### config.mk
export PLATFORM = sky130hd
export DESIGN_NAME = anagram_window_matcher
export DESIGN_NICKNAME = d
export VERILOG_FILES = /design/src/rtl/awm_pkg.sv /design/src/rtl/anagram_window_matcher.sv /design/src/rtl/awm_ring.sv /design/src/rtl/awm_counts.sv
export SDC_FILE = /design/constraint.sdc
export NUM_CORES = 2
export LEC_CHECK = 0
export ABC_AREA = 1
export BUFFER_PORTS_ARGS = -buffer_cell sky130_fd_sc_hd__buf_2
export CORE_MARGIN = 3
export CORE_UTILIZATION = 25
export CTS_CLUSTER_DIAMETER = 80
export DETAILED_ROUTE_END_ITERATION = 6
export MAX_ROUTING_LAYER = met4
export PLACE_DENSITY = 0.48
export SLEW_MARGIN = 20
export SYNTH_ARGS = -nofsm -noshare
export SYNTH_HDL_FRONTEND = slang
export SYNTH_SLANG_ARGS = --single-unit
### constraint.sdc
create_clock -name clk_i -period 8.4 [get_ports clk_i]
set_input_delay 0.84 -clock clk_i [delete_from_list [all_inputs] [get_ports clk_i]]
set_output_delay 0.84 -clock clk_i [all_outputs]
set_load 0.01 [all_outputs]
### src/rtl/awm_pkg.sv
package awm_pkg;

  localparam int MAX_PATTERN_DEF = 256;
  localparam int MAX_TEXT_DEF    = 65536;

  localparam int FUNC_W   = 2;
  localparam int LETTER_W = 5;
  localparam int INDEX_W  = 16;
  localparam int ALPHABET = 26;

  typedef enum logic [FUNC_W-1:0] {
    FUNC_CLEAR   = 2'd0,
    FUNC_PATTERN = 2'd1,
    FUNC_TEXT    = 2'd2
  } func_e;

  typedef enum logic [1:0] {
    ACT_CLEAR   = 2'd0,
    ACT_PATTERN = 2'd1,
    ACT_TEXT    = 2'd2
  } act_e;

  // One update of the letter-difference array.
  typedef struct packed {
    act_e                act;
    logic [LETTER_W-1:0] new_letter;
    logic                has_old;
    logic [LETTER_W-1:0] old_letter;
  } upd_t;

endpackage

### src/rtl/anagram_window_matcher.sv
// Channel  Handshake               Payload
// in       in_valid_i, in_stall_o   func_i, letter_i
// out      out_valid_o, out_stall_i start_index_o
//
// An accepted beat is first registered, with the job counters updated and the
// window ring read; the stage after that updates the 26 letter counters, checks
// them and sets the result register on a match. One beat is accepted every cycle while in_stall_o is low.
// Reset clears all counters; the ring keeps no reset and is read on every
// accepted beat, but its data is used only at slots that the current job has written.
// in_stall_o rises only while a result waits under out_stall_i and a second beat is already in flight.
module anagram_window_matcher #(
  parameter int MaxPattern = awm_pkg::MAX_PATTERN_DEF,
  parameter int MaxText    = awm_pkg::MAX_TEXT_DEF
) (
  input  logic                         clk_i,
  input  logic                         rst_ni,
  input  logic                         in_valid_i,
  output logic                         in_stall_o,
  input  logic [awm_pkg::FUNC_W-1:0]   func_i,
  input  logic [awm_pkg::LETTER_W-1:0] letter_i,
  output logic                         out_valid_o,
  input  logic                         out_stall_i,
  output logic [awm_pkg::INDEX_W-1:0]  start_index_o
);

  localparam int RW = (MaxPattern > 1) ? $clog2(MaxPattern) : 1;
  localparam int PW = $clog2(MaxPattern + 1);
  localparam int TW = $clog2(MaxText + 1);
  localparam int XA = (TW > PW) ? TW : PW;
  localparam int XW = ((XA > awm_pkg::INDEX_W) ? XA : awm_pkg::INDEX_W) + 1;

  logic [PW-1:0] pat_len_q, pat_len_d;
  logic [TW-1:0] text_cnt_q, text_cnt_d;
  logic [RW-1:0] wr_ptr_q, wr_ptr_d;
  logic [RW-1:0] rd_ptr_q, rd_ptr_d;

  logic                         s1_valid_q, s1_valid_d;
  awm_pkg::act_e                s1_act_q;
  logic [awm_pkg::LETTER_W-1:0] s1_letter_q;
  logic                         s1_has_old_q;
  logic                         s1_full_q;
  logic [awm_pkg::INDEX_W-1:0]  s1_start_q;

  logic                        out_valid_q, out_valid_d;
  logic [awm_pkg::INDEX_W-1:0] start_q;

  logic in_accept, advance, apply;
  logic is_letter, do_clear, do_pat, do_text, do_win;
  logic has_old, full;
  logic [XW-1:0] tx, px, start_x;
  awm_pkg::act_e act;
  logic [awm_pkg::LETTER_W-1:0] old_letter;
  awm_pkg::upd_t upd;
  logic balanced;

  assign advance    = !(out_valid_q && out_stall_i);
  assign in_stall_o = s1_valid_q && !advance;
  assign in_accept  = in_valid_i && !in_stall_o;
  assign apply      = s1_valid_q && advance;

  assign is_letter = letter_i < awm_pkg::LETTER_W'(awm_pkg::ALPHABET);
  assign do_clear  = func_i == awm_pkg::FUNC_CLEAR;
  assign do_pat    = (func_i == awm_pkg::FUNC_PATTERN) && is_letter &&
                     (text_cnt_q == '0) && (pat_len_q < PW'(MaxPattern));
  assign do_text   = (func_i == awm_pkg::FUNC_TEXT) && is_letter &&
                     (text_cnt_q < TW'(MaxText));
  assign do_win    = do_text && (pat_len_q != '0);

  assign tx      = XW'(text_cnt_q);
  assign px      = XW'(pat_len_q);
  assign has_old = tx >= px;
  assign full    = (tx + XW'(1)) >= px;
  assign start_x = tx + XW'(1) - px;

  always_comb begin
    if (do_clear) begin
      act = awm_pkg::ACT_CLEAR;
    end else if (do_pat) begin
      act = awm_pkg::ACT_PATTERN;
    end else begin
      act = awm_pkg::ACT_TEXT;
    end
  end

  // The oldest window letter sits at the read pointer, which only starts to
  // move once the window is full.
  always_comb begin
    pat_len_d  = pat_len_q;
    text_cnt_d = text_cnt_q;
    wr_ptr_d   = wr_ptr_q;
    rd_ptr_d   = rd_ptr_q;
    if (in_accept) begin
      if (do_clear) begin
        pat_len_d  = '0;
        text_cnt_d = '0;
        wr_ptr_d   = '0;
        rd_ptr_d   = '0;
      end else if (do_pat) begin
        pat_len_d = pat_len_q + PW'(1);
      end else if (do_text) begin
        text_cnt_d = text_cnt_q + TW'(1);
        if (do_win) begin
          wr_ptr_d = (wr_ptr_q == RW'(MaxPattern - 1)) ? '0 : wr_ptr_q + RW'(1);
          if (has_old) begin
            rd_ptr_d = (rd_ptr_q == RW'(MaxPattern - 1)) ? '0 : rd_ptr_q + RW'(1);
          end
        end
      end
    end
  end

  assign s1_valid_d = (s1_valid_q && !advance) ? 1'b1 :
                      (in_accept && (do_clear || do_pat || do_win));
  assign out_valid_d = advance ? (apply && (s1_act_q == awm_pkg::ACT_TEXT) &&
                                  s1_full_q && balanced) : out_valid_q;

  always_ff @(posedge clk_i or negedge rst_ni) begin
    if (!rst_ni) begin
      pat_len_q   <= '0;
      text_cnt_q  <= '0;
      wr_ptr_q    <= '0;
      rd_ptr_q    <= '0;
      s1_valid_q  <= 1'b0;
      out_valid_q <= 1'b0;
    end else begin
      pat_len_q   <= pat_len_d;
      text_cnt_q  <= text_cnt_d;
      wr_ptr_q    <= wr_ptr_d;
      rd_ptr_q    <= rd_ptr_d;
      s1_valid_q  <= s1_valid_d;
      out_valid_q <= out_valid_d;
    end
  end

  always_ff @(posedge clk_i) begin
    if (in_accept) begin
      s1_act_q     <= act;
      s1_letter_q  <= letter_i;
      s1_has_old_q <= has_old;
      s1_full_q    <= full;
      s1_start_q   <= start_x[awm_pkg::INDEX_W-1:0];
    end
    if (apply) begin
      start_q <= s1_start_q;
    end
  end

  awm_ring #(
    .Depth (MaxPattern)
  ) u_ring (
    .clk_i   (clk_i),
    .we_i    (in_accept && do_win),
    .waddr_i (wr_ptr_q),
    .wdata_i (letter_i),
    .re_i    (in_accept),
    .raddr_i (rd_ptr_q),
    .rdata_o (old_letter)
  );

  assign upd.act        = s1_act_q;
  assign upd.new_letter = s1_letter_q;
  assign upd.has_old    = s1_has_old_q;
  assign upd.old_letter = old_letter;

  awm_counts #(
    .MaxPattern (MaxPattern)
  ) u_counts (
    .clk_i      (clk_i),
    .rst_ni     (rst_ni),
    .en_i       (apply),
    .upd_i      (upd),
    .balanced_o (balanced)
  );

  assign out_valid_o   = out_valid_q;
  assign start_index_o = start_q;

  a_stall_needs_blocked_out : assert property (@(posedge clk_i) disable iff (!rst_ni)
    in_stall_o |-> (out_valid_o && out_stall_i && s1_valid_q))
    else $error("input stalled without a blocked result");

  a_match_reaches_out : assert property (@(posedge clk_i) disable iff (!rst_ni)
    (apply && (s1_act_q == awm_pkg::ACT_TEXT) && s1_full_q && balanced) |=>
    (out_valid_o && (start_index_o == $past(s1_start_q))))
    else $error("matching window not registered as a result");

  a_counts_in_range : assert property (@(posedge clk_i) disable iff (!rst_ni)
    (pat_len_q <= PW'(MaxPattern)) && (text_cnt_q <= TW'(MaxText)))
    else $error("job counter out of range");

  a_ptrs_in_range : assert property (@(posedge clk_i) disable iff (!rst_ni)
    (32'(wr_ptr_q) < 32'(MaxPattern)) && (32'(rd_ptr_q) < 32'(MaxPattern)))
    else $error("ring pointer out of range");

  a_pattern_frozen : assert property (@(posedge clk_i) disable iff (!rst_ni)
    ((text_cnt_q != '0) && !(in_accept && do_clear)) |=> $stable(pat_len_q))
    else $error("pattern length changed after text started");

endmodule

### src/rtl/awm_ring.sv
module awm_ring #(
  parameter int Depth = awm_pkg::MAX_PATTERN_DEF,
  localparam int AW   = (Depth > 1) ? $clog2(Depth) : 1
) (
  input  logic                         clk_i,
  input  logic                         we_i,
  input  logic [AW-1:0]                waddr_i,
  input  logic [awm_pkg::LETTER_W-1:0] wdata_i,
  input  logic                         re_i,
  input  logic [AW-1:0]                raddr_i,
  output logic [awm_pkg::LETTER_W-1:0] rdata_o
);

  logic [awm_pkg::LETTER_W-1:0] mem [Depth];
  logic [awm_pkg::LETTER_W-1:0] rdata_q;

  // Read returns the old contents when both ports hit the same slot.
  always_ff @(posedge clk_i) begin
    if (re_i) begin
      rdata_q <= mem[raddr_i];
    end
    if (we_i) begin
      mem[waddr_i] <= wdata_i;
    end
  end

  assign rdata_o = rdata_q;

endmodule

### src/rtl/awm_counts.sv
module awm_counts #(
  parameter int MaxPattern = awm_pkg::MAX_PATTERN_DEF,
  localparam int DW        = $clog2(MaxPattern + 1) + 1
) (
  input  logic          clk_i,
  input  logic          rst_ni,
  input  logic          en_i,
  input  awm_pkg::upd_t upd_i,
  output logic          balanced_o
);

  logic signed [DW-1:0] diff_q [awm_pkg::ALPHABET];
  logic signed [DW-1:0] diff_d [awm_pkg::ALPHABET];
  logic [awm_pkg::ALPHABET-1:0] nonzero;

  // Each letter has its own cell; at most two cells move per pattern or text beat, and a clear beat zeroes them all.
  always_comb begin
    for (int i = 0; i < awm_pkg::ALPHABET; i++) begin
      logic inc;
      logic dec;
      inc = (upd_i.act == awm_pkg::ACT_TEXT) &&
            (upd_i.new_letter == awm_pkg::LETTER_W'(i));
      dec = ((upd_i.act == awm_pkg::ACT_PATTERN) &&
             (upd_i.new_letter == awm_pkg::LETTER_W'(i))) ||
            ((upd_i.act == awm_pkg::ACT_TEXT) && upd_i.has_old &&
             (upd_i.old_letter == awm_pkg::LETTER_W'(i)));
      if (upd_i.act == awm_pkg::ACT_CLEAR) begin
        diff_d[i] = '0;
      end else begin
        case ({inc, dec})
          2'b10:   diff_d[i] = diff_q[i] + DW'(1);
          2'b01:   diff_d[i] = diff_q[i] - DW'(1);
          default: diff_d[i] = diff_q[i];
        endcase
      end
      nonzero[i] = (diff_d[i] != '0);
    end
  end

  assign balanced_o = ~|nonzero;

  always_ff @(posedge clk_i or negedge rst_ni) begin
    if (!rst_ni) begin
      for (int i = 0; i < awm_pkg::ALPHABET; i++) begin
        diff_q[i] <= '0;
      end
    end else if (en_i) begin
      for (int i = 0; i < awm_pkg::ALPHABET; i++) begin
        diff_q[i] <= diff_d[i];
      end
    end
  end

endmodule

======== Word-level counts from Yosys, hierarchy flattened ========
Memory sizes are Yosys's and may differ from the RTL's. A register that Yosys moved wholly into a read port is not among the register bits.
Index checks and enable logic that the tools add are counted.
operators by class
  add/sub/neg operators ................... 58
  $mul .................................... 0
  div/mod/pow operators ................... 0
  order comparisons ....................... 5
  equality and inequality tests ........... 109
  shifts and indexed selects .............. 0
  muxes and demuxes ....................... 72
  bitwise logic cells ..................... 0
  reductions and logical operators ........ 166
operator list
  operator                                             number
  case mux 10 bit (2 select lines)                     26
  adder 10 x 2 -> 10 bit, second input constant        26
  two-way mux 10 bit                                   26
  nonzero test 10 bit                                  26
  subtractor 10 x 2 -> 10 bit, second input constant   26
  equality test 5 bit, second input constant           20
  logical AND 1 bit                                    94
  two-way mux 8 bit                                    11
  equality test 5 x 4 -> 1 bit, second input constant  16
  equality test 2 x 1 -> 1 bit, second input constant  28
  equality test 2 bit, second input constant           28
  two-way mux 17 bit                                   3
  equality test 5 x 3 -> 1 bit, second input constant  8
  logical OR 1 bit                                     28
  OR reduction 26 bit                                  1
  equality test 5 x 2 -> 1 bit, second input constant  4
  adder 17 x 1 -> 18 bit, second input constant        1
  >= comparator 18 x 9 -> 1 bit                        1
  two-way mux 9 bit                                    2
  adder 17 x 1 -> 17 bit, second input constant        1
  >= comparator 17 x 9 -> 1 bit                        1
  zero test 17 bit                                     1
  < comparator 17 bit, second input constant           1
  adder 8 x 1 -> 8 bit, second input constant          2
  18 further kinds                                     29
storage, ports and cells
  register bits after elaboration ......... 345
  bits in latches ......................... 0
  bits in writable memories ............... 1280
  ROM bits ................................ 0
  input port bits ......................... 11
  output and inout port bits .............. 18
  word-level logic and storage cells ...... 449
  memories kept ........................... 1
memory list
  name        words  bits a word  read ports  clocked after Yosys merged registers in  wr ports  line            source
  u_ring.mem  256    5            1           1                                        1         awm_ring.sv:14  logic [awm_pkg::LETTER_W-1:0] mem [Depth];

======== Depth between registers and ports, before layout ========
  depth in word-level cells ............... 11
  depth in mapped cells ................... 33
  gate-level depth less buffers ........... 32

======== Hierarchy ========
Synthesis repeated with hierarchy kept, for this count alone.
second synthesis, totals
  cells, all modules ...................... 9754
  area, all modules ....................... 84613.7 um^2
modules (own cells, without submodules)
  module                  times used  cells an instance  area an instance (um^2)  sequential area each (um^2)
  awm_ring                1           4552               52768.1                  38587.0
  awm_counts              1           4622               26968.4                  6506.2
  anagram_window_matcher  1           580                4877.2                   2332.2

======== Least setup slack after synthesis ========
OpenSTA, ideal clock, no wires.
  path type ............................... register to register
  start point ............................. reg s1_act_q[1]
  end point ............................... reg out_valid_q (netlist: out_valid_o)
  setup time .............................. 65 ps
  arrival ................................. 3382 ps
  data required time ...................... 8335 ps
  setup slack ............................. 4953 ps
  cell stages (with the launch flop) ...... 23
  buffers on the path ..................... 1
  clock period less this slack ............ 3447 ps
  path through ............................ edfxtp_1 > nor2_1 > clkbuf_1 > nand3_1 > o31ai_1 > ha_1 > ha_1 > or2_2 > nand3b_1 > nand2_1 > nand3_1 > nand2_1 > nand2_1 > nand2_1 > o21ai_0 > nand2_1 > nor2_1 > nand2_1 > nor2_1 > nand3_1 > nor2_1 > nand3_1 > nand2_1
between the ends
  word-level cells in the longest chain between the ends .. 11
  elaborated cells on any way between the ends .. 243
  those cells by class .................... eq/ne: 54; mux: 52; reduce/logical: 137
ends and longest elaborated chain
  what                                                                        line                                                               source
  start: declaration                                                          anagram_window_matcher.sv:38                                       awm_pkg::act_e s1_act_q;
  start signal: assignment                                                    anagram_window_matcher.sv:137                                      s1_act_q <= act;
  equality test 2 bit                                                         anagram_window_matcher.sv:114, awm_counts.sv:21, awm_counts.sv:25
  logical AND 1 bit (2 in series)                                             awm_counts.sv:25                                                   ((upd_i.act == awm_pkg::ACT_TEXT) && upd_i.has_old &&
  logical OR 1 bit                                                            awm_counts.sv:24                                                   (upd_i.new_letter == awm_pkg::LETTER_W'(i))) ||
  equality test 2 x 1 -> 1 bit / equality test 2 bit (equally long branches)  awm_counts.sv:30                                                   case ({inc, dec})
  case mux 10 bit (2 select lines)                                            awm_counts.sv:30
  two-way mux 10 bit                                                          awm_counts.sv:27                                                   if (upd_i.act == awm_pkg::ACT_CLEAR) begin
  nonzero test 10 bit                                                         awm_counts.sv:36                                                   nonzero[i] = (diff_d[i] != '0);
  OR reduction 26 bit                                                         awm_counts.sv:40                                                   assign balanced_o = ~|nonzero;
  zero test 1 bit                                                             awm_counts.sv:40
  logical AND 1 bit (*)                                                       anagram_window_matcher.sv:115                                      s1_full_q && balanced) : out_valid_q;
  end signal: assignment                                                      anagram_window_matcher.sv:131                                      out_valid_q <= out_valid_d;
  end: declaration                                                            anagram_window_matcher.sv:44                                       logic out_valid_q, out_valid_d;
Every way passes the cells marked *; elsewhere a longest branch is shown, timed or not.
A chain may end at the register's enable or synchronous reset.

======== Worst setup path in the final report ========
  start point ............................. reg s1_act_q[0]
  end point ............................... reg out_valid_q (netlist: out_valid_o)
The elaborated chain is that of the path after synthesis.

==> qor.csv <==
stage;metric;value;unit
floorplanning;Rows;209;
cts;Post-CTS Resized;0;
synth;biggest area consumer among synthesized cells;edfxtp_1;
finish;layout cells sized above 1;5.47;%
sta;Final Max Tran Viols;0;
sta;Final min period;5.51;ns
placement;GPL Wtd Cong;0.867;
synth;post-synth top area share;48.5;%
finish;Area Growth Syn to Fin;12.7;%
worst_setup_path;required time worst endpoint;9.13;ns
synth;register bit total from synthesis;1630;
cts;Setup Buffers After CTS;0;
run_status;outcome;finished clean;
global_route;largest net degree at the start of global routing;223;
worst_setup_path;most used cell, CP;nand2_1;
drt;Vias;63554;
pwr;Worst VDD drop;0.331;mV
global_route;initial antenna violation count;12;
synth;Synth Warn #;0;
job;max-cap check violation count;0;
cts;TritonCTS clock tree;built;
floorplanning;Initial Util;25.2;%
global_route;GRT overflow;0;
cts;H-tree Lvls;4;
sta;Setup-failing EPs final;0;
drt;drt wl/cell;19.1;um
sta;FMAX;181;MHz
pwr;Leak;33.9;nW
worst_setup_path;crit path DAT;6.25;ns
sta;setup tns final;0;ns
sta;RSZ-0062 raised after global routing;no;
sta;Final Hold Vio Count;0;
floorplanning;io pins;29;
drt;drt first-iter violations;5575;
pwr;total power;0.0287;W
global_route;vias in the first global route;61501;
sta;Final Cycle Share;65.6;%
finish;Final nets;8973;
worst_setup_path;CP max FO;28;
synth;Primary FF master, synth;edfxtp_1;
worst_setup_path;CP endpoint kind;flip-flop;
synth;Post-synth top cells;1890 x nand2_1, 1452 x nor2_1, 1326 x edfxtp_1;
cts;clk_lat worst skew;0.86;ns
worst_setup_path;Startpoint Class;flip-flop;
placement;PortBufs;28;
global_route;first-pass GRT wire length;380000;um
synth;count leader, synth;nand2_1;
worst_setup_path;Crit-path slowest cell;ha_1;
worst_setup_path;CP top delay family;simple AND/OR/NAND/NOR gates;
synth;syn avg cell area;9.18;um2
synth;Post-synth EDFFs;1326;
cts;Sink Count;1630;
cts;CTS Buf Count;185;
floorplanning;die height;579;um
global_route;Total Routing Usage GR;15.0;%
cts;clk buf depth;4;
synth;post-synthesis sequential area ratio;57.7;%
floorplanning;Die Area;336000;um2
drt;Pre-antenna DRT Iters;6;
finish;final core occ;28.4;%
worst_setup_path;CP bufs+invs;4;
floorplanning;Core ar.;326000;um2
pwr;PD cells;310;nW/um2
drt;Post-DRT Antenna Nets;0;
cts;Worst-path clk slew;0.06;ns
worst_setup_path;Crit Path Category;flip-flop to flip-flop;
synth;syn nets;9132;
drt;post-DR vias/cell;4.79;
synth;ys async rst share;18.7;%
placement;hpwl dp;161000;um
worst_setup_path;CP peak stage delay;0.66;ns
cts;root buffer cell;clkbuf_16;
sta;relative slew slack;25.9;%
synth;Syn Inst Count;8952;
synth;synth unique cells;58;
sta;clk_skew;0.104;ns
floorplanning;Chip Width;579;um
drt;Post-Route WL;253000;um
drt;Residual DRC;0;
sta;worst slew pin tran;1.11;ns
worst_hold_path;worst hold path type;input pin to flip-flop;
synth;Mapped Area;82200;um2
synth;top post-synthesis cells by area;edfxtp_1 48%, dfrtp_1 9.3%, nand2_1 8.6%;
worst_setup_path;R2R Setup Slk;2.89;ns
finish;fillcell total;34088;
==> metal layers <==
layer	global-route usage [%]	share of wire (%)
met1	19.9	45
met2	24.3	47
met3	1.84	5.2
met4	3.91	2.5
met5	-	0
==> stage by stage <==
step                setup WS, ns  instances  area [um2]  hold slack (ns)
CTS                         2.89      13257       92600            0.332
finish                      2.89      13260       92600            0.396
detailed placement          2.68      12930       86600            0.410
floorplan                   4.95       8952       82200            0.400
global route                2.28      13257       92600            0.369
global placement            2.72      12929       86600            0.417
==> worst paths after layout <==
check,startpoint,end,cells after the start
setup / recovery,s1_act_q[0]$_SDFFCE_PP0P_,out_valid_o$_DFFE_PN0N_,27
hold / removal,out_stall_i,out_valid_o$_DFFE_PN0N_,3
setup reg to reg,s1_act_q[0]$_SDFFCE_PP0P_,out_valid_o$_DFFE_PN0N_,27
hold reg to reg,s1_start_q[9]$_DFFE_PP_,start_index_o[9]$_DFFE_PP_,0
max in group asynchronous,rst_ni,rd_ptr_q[0]$_DFFE_PN0P_,3
min in group asynchronous,rst_ni,u_counts.diff_q[45]$_DFFE_PN0P_,2
==> worst min-delay path, stage by stage <==
cell and delay [ns]:
buf_2 0.15, nand2_1 0.09, nand2_1 0.07
==> final cells by class <==
| cell class | instances | area, um2 | share of cell area (%) |
|---|---|---|---|
| inverters | 622 | 2360 | 2.55 |
| diodes | 3 | 7.51 | 0.00811 |
| clock buffers | 233 | 4960 | 5.36 |
| repair buffers | 111 | 948 | 1.02 |
| clock inverters | 93 | 1030 | 1.12 |
| well taps | 4325 | 5410 | 5.84 |
| multi-input cells | 6243 | 30400 | 32.9 |
| flip-flops and latches | 1630 | 47400 | 51.2 |
==> state kept, by name (all words and copies together), names as in the netlist <==
signal and flops:
s1_letter_q 5, u_ring.mem 1280, s1_has_old_q 1, start_index_o 16, s1_full_q 1, s1_valid_q 1
s1_act_q 2, u_counts.diff_q 260, out_valid_o 1, s1_start_q 16, pat_len_q 9, rd_ptr_q 8
wr_ptr_q 8, u_ring.rdata_o 5, text_cnt_q 17
==> logic make-up (layout without fill, tap and decap cells) <==
family	count (synthesis)	after routing	synth area share (%)
adders and majority gates	169	169	2.67
buffers and inverters	1079	1059	5.32
DFF	1630	1630	57.7
xor gates and xnor gates	117	117	1.36
and+or+nand+nor	4175	4175	20.9
AOI/OAI and AO/OA	1782	1782	12.1
other	0	3	0
==> cells in the final DEF, fill, tap and decap left out, drive strengths merged, types with 8 or more instances in the layout <==
cell type / count
a21boi: 9
a21o: 10
a21oi: 274
a31oi: 8
buf: 105
bufinv: 21
clkbuf: 238
clkinv: 70
clkinvlp: 11
dfrtp: 304
edfxtp: 1326
fa: 10
ha: 159
inv: 613
nand2: 1899
nand3: 610
nand3b: 35
nand4: 81
nor2: 1475
nor3: 40
nor4: 8
o211ai: 45
o21ai: 1073
o21bai: 9
o221ai: 132
o22ai: 209
or2: 16
xnor2: 30
xor2: 87
==> power by group <==
group | internal, W | total, W | leakage (nW) | switching, W
Clock | 0.00482 | 0.00817 | 2.91 | 0.00335
Combinational | 0.00300 | 0.0103 | 14.9 | 0.00725
Sequential | 0.00949 | 0.0103 | 16.1 | 0.000804
Total | 0.0173 | 0.0287 | 33.9 | 0.0114
==> timing repair <==
item,4_1_cts,5_1_grt
hold endpoints to repair,8,0
hold buffers,1,0
setup endpoints to repair,0,0
No activity file was read; power rests on OpenSTA's default activity.
